File: config.mk
export PLATFORM = sky130hd
export DESIGN_NAME = ti_tagged_record_parser
export DESIGN_NICKNAME = d
export VERILOG_FILES = /design/src/hw/rtl/trp_pkg.sv /design/src/hw/rtl/trp_core.sv /design/src/hw/rtl/trp_out_reg.sv /design/src/hw/rtl/ti_tagged_record_parser.sv
export VERILOG_INCLUDE_DIRS = /design/src /design/src/hw/rtl
export SDC_FILE = /design/constraint.sdc
export NUM_CORES = 1
export LEC_CHECK = 0
export BUFFER_PORTS_ARGS = -buffer_cell sky130_fd_sc_hd__buf_2
export CAP_MARGIN = 20
export CORE_ASPECT_RATIO = 1.2
export CORE_MARGIN = 8
export CORE_UTILIZATION = 60
export DETAILED_ROUTE_END_ITERATION = 10
export GPL_TIMING_DRIVEN = 0
export HOLD_SLACK_MARGIN = 0.12
export PLACE_DENSITY = 0.83
export SLEW_MARGIN = 20
export SYNTH_ARGS = -nofsm -noshare
export SYNTH_HDL_FRONTEND = slang
export SYNTH_SLANG_ARGS = --single-unit
File: constraint.sdc
create_clock -name clk -period 14.5 [get_ports clk]
set_input_delay 2.9 -clock clk [delete_from_list [all_inputs] [get_ports clk]]
set_output_delay 2.9 -clock clk [all_outputs]
set_load 0.02 [all_outputs]
File: src/hw/rtl/ti_tagged_record_parser_macros.svh
// Assertion macros for the tagged record parser.
// The assertions are clocked by clk and disabled while arst_n is low.
`ifndef TI_TAGGED_RECORD_PARSER_MACROS_SVH
`define TI_TAGGED_RECORD_PARSER_MACROS_SVH
`ifndef SYNTHESIS
`define TRP_ASSERT_NOW(label, ante, cons) \
	label: assert property (@(posedge clk) disable iff (!arst_n) (ante) |-> (cons)) \
		else $error("ti_tagged_record_parser: assertion failed");
`define TRP_ASSERT_NEXT(label, ante, cons) \
	label: assert property (@(posedge clk) disable iff (!arst_n) (ante) |=> (cons)) \
		else $error("ti_tagged_record_parser: assertion failed");
`else
`define TRP_ASSERT_NOW(label, ante, cons)
`define TRP_ASSERT_NEXT(label, ante, cons)
`endif
`endif

File: src/hw/rtl/trp_pkg.sv
package trp_pkg;

	localparam logic [7:0] MAX_DESC = 8'd250;

	localparam logic [7:0] CH_NL    = 8'h0A;
	localparam logic [7:0] CH_STAR  = 8'h2A;
	localparam logic [7:0] CH_0     = 8'h30;
	localparam logic [7:0] CH_7     = 8'h37;
	localparam logic [7:0] CH_8     = 8'h38;
	localparam logic [7:0] CH_9     = 8'h39;
	localparam logic [7:0] CH_COLON = 8'h3A;
	localparam logic [7:0] CH_B     = 8'h42;
	localparam logic [7:0] CH_F     = 8'h46;
	localparam logic [7:0] CH_K     = 8'h4B;

	localparam logic [15:0] HDR_SKIP_LEN = 16'd8;
	localparam logic [15:0] DESC_OVERHEAD = 16'd5;

	typedef enum logic [1:0] {
		KIND_DATA = 2'd0,
		KIND_DESC = 2'd1,
		KIND_ERR  = 2'd2,
		KIND_END  = 2'd3
	} kind_t;

	typedef enum logic [2:0] {
		ERR_TAG   = 3'd0,
		ERR_HEX   = 3'd1,
		ERR_SUM   = 3'd2,
		ERR_EOL   = 3'd3,
		ERR_DESC  = 3'd4,
		ERR_TRUNC = 3'd5
	} err_t;

	typedef enum logic [12:0] {
		PH_TAG     = 13'b0000000000001,
		PH_STAR    = 13'b0000000000010,
		PH_B1      = 13'b0000000000100,
		PH_B2      = 13'b0000000001000,
		PH_HDR     = 13'b0000000010000,
		PH_HDRSKIP = 13'b0000000100000,
		PH_CHK     = 13'b0000001000000,
		PH_IGN     = 13'b0000010000000,
		PH_ADDR    = 13'b0000100000000,
		PH_EOL     = 13'b0001000000000,
		PH_DLEN    = 13'b0010000000000,
		PH_DESC    = 13'b0100000000000,
		PH_SWALLOW = 13'b1000000000000
	} phase_t;

	typedef struct packed {
		kind_t       kind;
		logic [15:0] addr;
		logic [7:0]  value;
		logic        last;
		err_t        code;
	} res_t;

	// Bit 4 set means the character is not a hex digit.
	function automatic logic [4:0] hex_value(input logic [7:0] c);
		logic [4:0] v;
		v = 5'd16;
		if (c >= 8'h30 && c <= 8'h39) begin
			v = {1'b0, c[3:0]};
		end else if ((c >= 8'h41 && c <= 8'h46) || (c >= 8'h61 && c <= 8'h66)) begin
			v = {1'b0, c[3:0] + 4'd9};
		end
		return v;
	endfunction

	function automatic res_t err_res(input err_t code);
		res_t r;
		r = '0;
		r.kind = KIND_ERR;
		r.code = code;
		return r;
	endfunction

endpackage

File: src/hw/rtl/trp_core.sv
module trp_core #(
	parameter logic [7:0] MAX_DESC = trp_pkg::MAX_DESC
) (
	input  logic          clk,
	input  logic          arst_n,
	input  logic          fire,
	input  logic [7:0]    ch,
	input  logic          at_end,
	output logic          res_valid,
	output trp_pkg::res_t res,
	output logic          halted
);

	trp_pkg::phase_t phase_q, phase_d;
	logic [15:0] addr_q, addr_d;
	logic [15:0] sum_q, sum_d;
	logic [15:0] exp_q, exp_d;
	logic [15:0] acc_q, acc_d;
	logic [2:0]  dc_q, dc_d;
	logic [15:0] cr_q, cr_d;
	logic [7:0]  de_q, de_d;
	logic        halted_q, halted_d;

	logic [15:0] sum_nxt;
	logic [4:0]  hv;
	logic [15:0] acc_nxt;
	logic [2:0]  dc_nxt;
	logic [15:0] cr_dec;
	logic [7:0]  de_inc;
	logic        hex_done;

	assign sum_nxt = (ch == trp_pkg::CH_NL) ? 16'd0 : sum_q + {8'd0, ch};
	assign hv      = trp_pkg::hex_value(ch);
	assign acc_nxt = {acc_q[11:0], hv[3:0]};
	assign dc_nxt  = dc_q + 3'd1;
	assign cr_dec  = (cr_q != 16'd0) ? cr_q - 16'd1 : cr_q;
	assign de_inc  = de_q + 8'd1;
	assign hex_done = (phase_q == trp_pkg::PH_STAR || phase_q == trp_pkg::PH_B1 ||
		phase_q == trp_pkg::PH_B2) ? (dc_nxt >= 3'd2) : (dc_nxt >= 3'd4);

	always_comb begin
		phase_d   = phase_q;
		addr_d    = addr_q;
		sum_d     = sum_q;
		exp_d     = exp_q;
		acc_d     = acc_q;
		dc_d      = dc_q;
		cr_d      = cr_q;
		de_d      = de_q;
		halted_d  = halted_q;
		res_valid = 1'b0;
		res       = '0;
		if (!halted_q) begin
			if (at_end) begin
				sum_d     = 16'd0;
				halted_d  = 1'b1;
				res_valid = 1'b1;
				unique case (phase_q) inside
					trp_pkg::PH_EOL: begin
						res = trp_pkg::err_res(trp_pkg::ERR_EOL);
					end
					trp_pkg::PH_DESC: begin
						res = trp_pkg::err_res(trp_pkg::ERR_DESC);
					end
					trp_pkg::PH_STAR, trp_pkg::PH_B1, trp_pkg::PH_B2, trp_pkg::PH_HDR,
					trp_pkg::PH_CHK, trp_pkg::PH_IGN, trp_pkg::PH_ADDR,
					trp_pkg::PH_DLEN: begin
						res = trp_pkg::err_res(trp_pkg::ERR_TRUNC);
					end
					default: begin
						res.kind = trp_pkg::KIND_END;
					end
				endcase
			end else begin
				sum_d = sum_nxt;
				unique case (phase_q) inside
					trp_pkg::PH_SWALLOW: begin
					end
					trp_pkg::PH_HDRSKIP: begin
						cr_d = cr_dec;
						if (cr_dec == 16'd0) begin
							phase_d = trp_pkg::PH_TAG;
						end
					end
					trp_pkg::PH_EOL: begin
						if (ch != trp_pkg::CH_NL) begin
							halted_d  = 1'b1;
							res_valid = 1'b1;
							res       = trp_pkg::err_res(trp_pkg::ERR_EOL);
						end else begin
							phase_d = trp_pkg::PH_TAG;
						end
					end
					trp_pkg::PH_DESC: begin
						if (ch == trp_pkg::CH_NL) begin
							halted_d  = 1'b1;
							res_valid = 1'b1;
							res       = trp_pkg::err_res(trp_pkg::ERR_DESC);
						end else begin
							cr_d = cr_dec;
							if (cr_dec == 16'd0) begin
								phase_d = trp_pkg::PH_TAG;
							end
							if (de_q < MAX_DESC) begin
								de_d       = de_inc;
								res_valid  = 1'b1;
								res.kind   = trp_pkg::KIND_DESC;
								res.value  = ch;
								res.last   = (cr_dec == 16'd0) || (de_inc == MAX_DESC);
							end
						end
					end
					trp_pkg::PH_STAR, trp_pkg::PH_B1, trp_pkg::PH_B2, trp_pkg::PH_HDR,
					trp_pkg::PH_CHK, trp_pkg::PH_IGN, trp_pkg::PH_ADDR,
					trp_pkg::PH_DLEN: begin
						if (hv[4]) begin
							halted_d  = 1'b1;
							res_valid = 1'b1;
							res       = trp_pkg::err_res(trp_pkg::ERR_HEX);
						end else begin
							acc_d = acc_nxt;
							dc_d  = dc_nxt;
							if (hex_done) begin
								unique case (phase_q) inside
									trp_pkg::PH_STAR, trp_pkg::PH_B1, trp_pkg::PH_B2: begin
										addr_d    = addr_q + 16'd1;
										res_valid = 1'b1;
										res.kind  = trp_pkg::KIND_DATA;
										res.addr  = addr_q;
										res.value = acc_nxt[7:0];
										if (phase_q == trp_pkg::PH_B1) begin
											phase_d = trp_pkg::PH_B2;
											acc_d   = 16'd0;
											dc_d    = 3'd0;
										end else begin
											phase_d  = trp_pkg::PH_TAG;
											res.last = 1'b1;
										end
									end
									trp_pkg::PH_HDR: begin
										phase_d = trp_pkg::PH_HDRSKIP;
										cr_d    = trp_pkg::HDR_SKIP_LEN;
									end
									trp_pkg::PH_CHK: begin
										phase_d = trp_pkg::PH_TAG;
										if (acc_nxt != exp_q) begin
											halted_d  = 1'b1;
											res_valid = 1'b1;
											res       = trp_pkg::err_res(trp_pkg::ERR_SUM);
										end
									end
									trp_pkg::PH_ADDR: begin
										addr_d  = acc_nxt;
										phase_d = trp_pkg::PH_TAG;
									end
									trp_pkg::PH_DLEN: begin
										if (acc_nxt < trp_pkg::DESC_OVERHEAD) begin
											halted_d  = 1'b1;
											res_valid = 1'b1;
											res       = trp_pkg::err_res(trp_pkg::ERR_DESC);
										end else begin
											cr_d    = acc_nxt - trp_pkg::DESC_OVERHEAD;
											de_d    = 8'd0;
											phase_d = (acc_nxt == trp_pkg::DESC_OVERHEAD) ?
												trp_pkg::PH_TAG : trp_pkg::PH_DESC;
										end
									end
									default: begin
										phase_d = trp_pkg::PH_TAG;
									end
								endcase
							end
						end
					end
					default: begin
						phase_d = trp_pkg::PH_TAG;
						unique case (ch)
							trp_pkg::CH_STAR: begin
								phase_d = trp_pkg::PH_STAR;
								acc_d   = 16'd0;
								dc_d    = 3'd0;
							end
							trp_pkg::CH_B: begin
								phase_d = trp_pkg::PH_B1;
								acc_d   = 16'd0;
								dc_d    = 3'd0;
							end
							trp_pkg::CH_0: begin
								phase_d = trp_pkg::PH_HDR;
								acc_d   = 16'd0;
								dc_d    = 3'd0;
							end
							trp_pkg::CH_7: begin
								exp_d   = 16'd0 - sum_nxt;
								phase_d = trp_pkg::PH_CHK;
								acc_d   = 16'd0;
								dc_d    = 3'd0;
							end
							trp_pkg::CH_8: begin
								phase_d = trp_pkg::PH_IGN;
								acc_d   = 16'd0;
								dc_d    = 3'd0;
							end
							trp_pkg::CH_9: begin
								phase_d = trp_pkg::PH_ADDR;
								acc_d   = 16'd0;
								dc_d    = 3'd0;
							end
							trp_pkg::CH_K: begin
								phase_d = trp_pkg::PH_DLEN;
								acc_d   = 16'd0;
								dc_d    = 3'd0;
							end
							trp_pkg::CH_F: begin
								phase_d = trp_pkg::PH_EOL;
							end
							trp_pkg::CH_COLON: begin
								phase_d = trp_pkg::PH_SWALLOW;
							end
							default: begin
								halted_d  = 1'b1;
								res_valid = 1'b1;
								res       = trp_pkg::err_res(trp_pkg::ERR_TAG);
							end
						endcase
					end
				endcase
			end
		end
	end

	always_ff @(posedge clk or negedge arst_n) begin
		if (!arst_n) begin
			phase_q  <= trp_pkg::PH_TAG;
			addr_q   <= '0;
			sum_q    <= '0;
			exp_q    <= '0;
			acc_q    <= '0;
			dc_q     <= '0;
			cr_q     <= '0;
			de_q     <= '0;
			halted_q <= 1'b0;
		end else if (fire) begin
			phase_q  <= phase_d;
			addr_q   <= addr_d;
			sum_q    <= sum_d;
			exp_q    <= exp_d;
			acc_q    <= acc_d;
			dc_q     <= dc_d;
			cr_q     <= cr_d;
			de_q     <= de_d;
			halted_q <= halted_d;
		end
	end

	assign halted = halted_q;

endmodule

File: src/hw/rtl/trp_out_reg.sv
module trp_out_reg (
	input  logic          clk,
	input  logic          arst_n,
	input  logic          load,
	input  trp_pkg::res_t res,
	input  logic          out_stall,
	output logic          out_valid,
	output trp_pkg::res_t res_q
);

	logic valid_q;

	always_ff @(posedge clk or negedge arst_n) begin
		if (!arst_n) begin
			valid_q <= 1'b0;
		end else if (load) begin
			valid_q <= 1'b1;
		end else if (!out_stall) begin
			valid_q <= 1'b0;
		end
	end

	always_ff @(posedge clk) begin
		if (load) begin
			res_q <= res;
		end
	end

	assign out_valid = valid_q;

endmodule

File: src/hw/rtl/ti_tagged_record_parser.sv
// Tagged load-file parser taking one character per request and sustaining one request
// per clock while the input is not stalled. A request is captured in an input register,
// then parsed by a state update that writes at most one result into the output
// register, so a result passes through the input register and the output register
// before it is presented. The input stalls only while a request that yields a
// result waits for a stalled output register; requests that yield no result keep
// flowing.
`include "ti_tagged_record_parser_macros.svh"

module ti_tagged_record_parser #(
	parameter logic [7:0] MAX_DESC = trp_pkg::MAX_DESC
) (
	input  logic        clk,
	input  logic        arst_n,
	input  logic        in_valid,
	output logic        in_stall,
	input  logic [7:0]  ch,
	input  logic        at_end,
	output logic        out_valid,
	input  logic        out_stall,
	output logic [1:0]  kind,
	output logic [15:0] target_address,
	output logic [7:0]  byte_value,
	output logic        last_of_record,
	output logic [2:0]  error_code
);

	logic          valid_s1;
	logic [7:0]    ch_s1;
	logic          at_end_s1;
	logic          fire;
	logic          load;
	logic          res_valid;
	logic          halted;
	trp_pkg::res_t res;
	trp_pkg::res_t res_q;

	assign fire     = valid_s1 && (!res_valid || !(out_valid && out_stall));
	assign load     = fire && res_valid;
	assign in_stall = valid_s1 && !fire;

	always_ff @(posedge clk or negedge arst_n) begin
		if (!arst_n) begin
			valid_s1 <= 1'b0;
		end else if (!in_stall) begin
			valid_s1 <= in_valid;
		end
	end

	always_ff @(posedge clk) begin
		if (in_valid && !in_stall) begin
			ch_s1     <= ch;
			at_end_s1 <= at_end;
		end
	end

	trp_core #(
		.MAX_DESC(MAX_DESC)
	) u_core (
		.clk      (clk),
		.arst_n   (arst_n),
		.fire     (fire),
		.ch       (ch_s1),
		.at_end   (at_end_s1),
		.res_valid(res_valid),
		.res      (res),
		.halted   (halted)
	);

	trp_out_reg u_out (
		.clk      (clk),
		.arst_n   (arst_n),
		.load     (load),
		.res      (res),
		.out_stall(out_stall),
		.out_valid(out_valid),
		.res_q    (res_q)
	);

	assign kind           = res_q.kind;
	assign target_address = res_q.addr;
	assign byte_value     = res_q.value;
	assign last_of_record = res_q.last;
	assign error_code     = res_q.code;

	`TRP_ASSERT_NEXT(a_halt_sticky, halted, halted)
	`TRP_ASSERT_NEXT(a_error_halts, load && (res.kind == trp_pkg::KIND_ERR), halted)
	`TRP_ASSERT_NOW(a_quiet_when_halted, halted, !res_valid)
	`TRP_ASSERT_NEXT(a_request_held, valid_s1 && res_valid && out_valid && out_stall, valid_s1)

endmodule
==> impl_metrics.yaml <==
setup_path:
  cp_cell_sequence: "inv_1, ha_1, or3b_1, nand4_1, o32ai_1, clkinv_1, ha_1, a21oi_1, o211ai_1, nand4_1, o311ai_1, a21oi_4, nor2_2, and2_1, buf_2"
  path_class: "reg2out"
  critPathBufInv: 3
  startpoint_type: "flop"
  critical_path.max_stage_delay_ns: 0.81
  critPathTopFamily: "compound AO/OA/AOI/OAI gates"
  worstPathMaxFanout: 10
  cp.required_ns: 11.60
  crit_path_top_delay_cell: "o32ai_1"
  end_kind: "primary output"
  worstPathArrival_ns: 5.26
global_routing:
  grt_pass1_wl_um: 42000
  antenna_found_initial: 0
  grt_pass1_vias: 8253
  grt_remaining_overflow: 0
  grt_max_degree: 68
  grtUsageTotal: 0.275
synth:
  syn_avg_cell_area_um2: 8.90
  synth_area_leaders: "dfrtp_1 28%, edfxtp_1 13%, o21ai_0 4.8%, nand2_1 4.4%, nor2_1 4.1%"
  synth-edff-count: 39
  synthCells: 1031
  async_flop_share: 0.725
  synth_seq_cells: 142
  ys_types: 82
  ys_warn_count: 0
  yosysSeqAreaShare: 0.408
  synth_area_mm2: 0.00918
  yosys_most_used_dff: "dfrtp_1"
  syn_nets: 1066
  yosysTopAreaCell: "dfrtp_1"
  synth_top_area_frac: 0.278
floorplan:
  ios: 45
  core-area_mm2: 0.0150
  initial_core_util: 0.614
  die_area_mm2: 0.0195
  die_h_um: 152
  fp-row-count: 49
  die_w_um: 129
timing:
  slew_headroom: 0.297
  finalCritPeriodShare: 0.563
  post-route-min-period_ns: 8.16
  rsz0062_at_grt: "false"
  tns_ns: 0
  tightest_slew_ns: 1.05
  drv_slew: 0
  finalClockSkew_ns: 0.0109
  hold_viol: 0
  finalSetupViolations: 0
  fmax_mhz: 123
drt:
  drtPass1Iterations: 6
  drc_errors: 0
  routed_wl_um: 25800
  dr_total_vias: 8525
  post_drt_via_cell_ratio: 6.48
  routedWlPerCell_um: 19.6
  dr.first_iter.drc_count: 973
  drtAntennaViolNets: 0
cts:
  cts.htree.levels: 4
  cts.sinks: 142
  cts_buffers: 17
  cts_tree: "built"
  path_clk_slew_ns: 0.06
  cts_setup_buffers: 0
  cts_max_path_buffers: 2
  post_cts_resized: 0
  cts.root.buffer_cell: "clkbuf_16"
  hold_buffers: 0
  insertion_delay_ns: 0.44
pwr:
  power_switching_uw: 265
  clkPwrFrac: 0.445
  power.density_mw_per_mm2: 93.5
  seqPwrFrac: 0.441
  p_leak_nw: 4.26
  p_int_uw: 700
  ir_drop_v: 0.0000836
  sw_frac_of_total: 0.274
  pwr-share-comb: 0.114
layout:
  fin_cells: 1316
  fin_nets: 1134
  fillers: 1244
  utilization: 0.690
  syn_to_final_growth_pct: 12.5
  drive_gt1_frac: 0.120
  final_common_cell: "nand2_1"
  n_antenna_cell: 0
  final_cell_mix: "108 x nand2_1, 102 x dfrtp_1, 100 x nor2_1, 88 x o21ai_0, 53 x buf_2"
placed_design:
  dp.cells: 1284
  port-buffer-count: 44
  dp_hpwl_um: 18600
  gp_congestion: 0.978
run_status:
  outcome: "complete, no violations"
run:
  drv_cap: 0
min_path:
  worstHoldPathType: "reg2reg"
==> cell families after synthesis <==
group           count (synthesis)  synth area share
xor+xnor                       63            0.0601
buf+inv                        82            0.0368
compound gates                276             0.197
flops                         142             0.408
mux                            17            0.0240
fa+ha+maj                      22            0.0308
simple gates                  429             0.243
==> synthesized netlist by cell type, types with 5 or more instances <==
master,instances
a21o_1,9
a21oi_1,49
a22o_1,9
a22oi_1,14
a31oi_1,16
a41oi_1,12
and2_1,26
and3_1,16
buf_2,9
clkbuf_1,46
dfrtp_1,102
edfxtp_1,39
ha_1,21
inv_1,23
mux2_4,9
nand2_1,108
nand2b_1,10
nand3_1,42
nand4_1,10
nand4b_1,5
nor2_1,100
nor2b_1,9
nor3_1,28
nor3b_1,8
nor4_1,18
nor4b_1,7
o21ai_0,88
o22ai_1,9
o2bb2ai_1,6
o31ai_1,11
or3_1,12
xnor2_1,29
xor2_1,34
==> final cells by class <==
class	count	area, um2	share of cell area
Tap cell	204	255	0.0247
Multi-Input combinational cell	807	5120	0.496
Timing Repair Buffer	49	282	0.0273
Inverter	24	90.1	0.00872
Clock buffer	19	464	0.0450
Buffer	58	248	0.0240
Sequential cell	142	3750	0.363
Clock inverter	13	116	0.0113
==> per-stage QoR <==
stage	hold slack, ns	instance area [um2]	worst slack, ns	total power, mW
2_1_floorplan	0.454	9180	7.77	0.510
3_3_place_gp	0.476	9660	7.05	0.535
3_5_place_dp	0.481	9730	6.99	0.540
4_1_cts	0.495	10300	6.51	0.965
5_1_grt	0.524	10300	6.20	0.992
6_report	0.497	10300	6.34	0.965
==> worst paths after layout <==
| check | startpoint | to | slack, ns | cells past startpoint |
|---|---|---|---|---|
| max reg2reg | ch_s1[0]$_DFFE_PP_ | u_core.phase_q[8]$_DFFE_PN0P_ | 8.77 | 17 |
| min in group asynchronous | arst_n | u_core.phase_q[8]$_DFFE_PN0P_ | 2.36 | 1 |
| min reg2reg | u_core.sum_q[6]$_DFFE_PN0P_ | u_core.sum_q[6]$_DFFE_PN0P_ | 0.50 | 1 |
| min | u_core.sum_q[6]$_DFFE_PN0P_ | u_core.sum_q[6]$_DFFE_PN0P_ | 0.50 | 1 |
| max | ch_s1[0]$_DFFE_PP_ | in_stall | 6.34 | 15 |
| max in group asynchronous | arst_n | u_core.addr_q[5]$_DFFE_PN0P_ | 11.48 | 2 |
==> flip-flops by register name, summed over array words and instances (netlist names) <==
signal,cells
at_end_s1,1
ch_s1,8
u_core.acc_q,12
u_core.addr_q,16
u_core.cr_q,16
u_core.dc_q,3
u_core.de_q,8
u_core.exp_q,16
u_core.halted,1
u_core.phase_q,13
u_core.sum_q,16
u_out.out_valid,1
u_out.res_q,30
valid_s1,1
==> per-layer routing <==
layer  global-route usage  vias up  wire, um
li1                     -     3929         -
met1                0.327     4003      9980
met2                0.447      481     12100
met3               0.0588      112      2350
met4                0.177        0      1410
met5                    0        -         0
==> power by group through the flow <==
stage | Combinational (mW) | Sequential [mW] | Clock, mW
2_1_floorplan | 0.0793 | 0.430 | 0
3_3_place_gp | 0.102 | 0.432 | 0
3_5_place_dp | 0.107 | 0.433 | 0
4_1_cts | 0.108 | 0.425 | 0.432
5_1_grt | 0.119 | 0.426 | 0.447
6_report | 0.110 | 0.426 | 0.430
No activity file was read; power rests on OpenSTA's default activity.
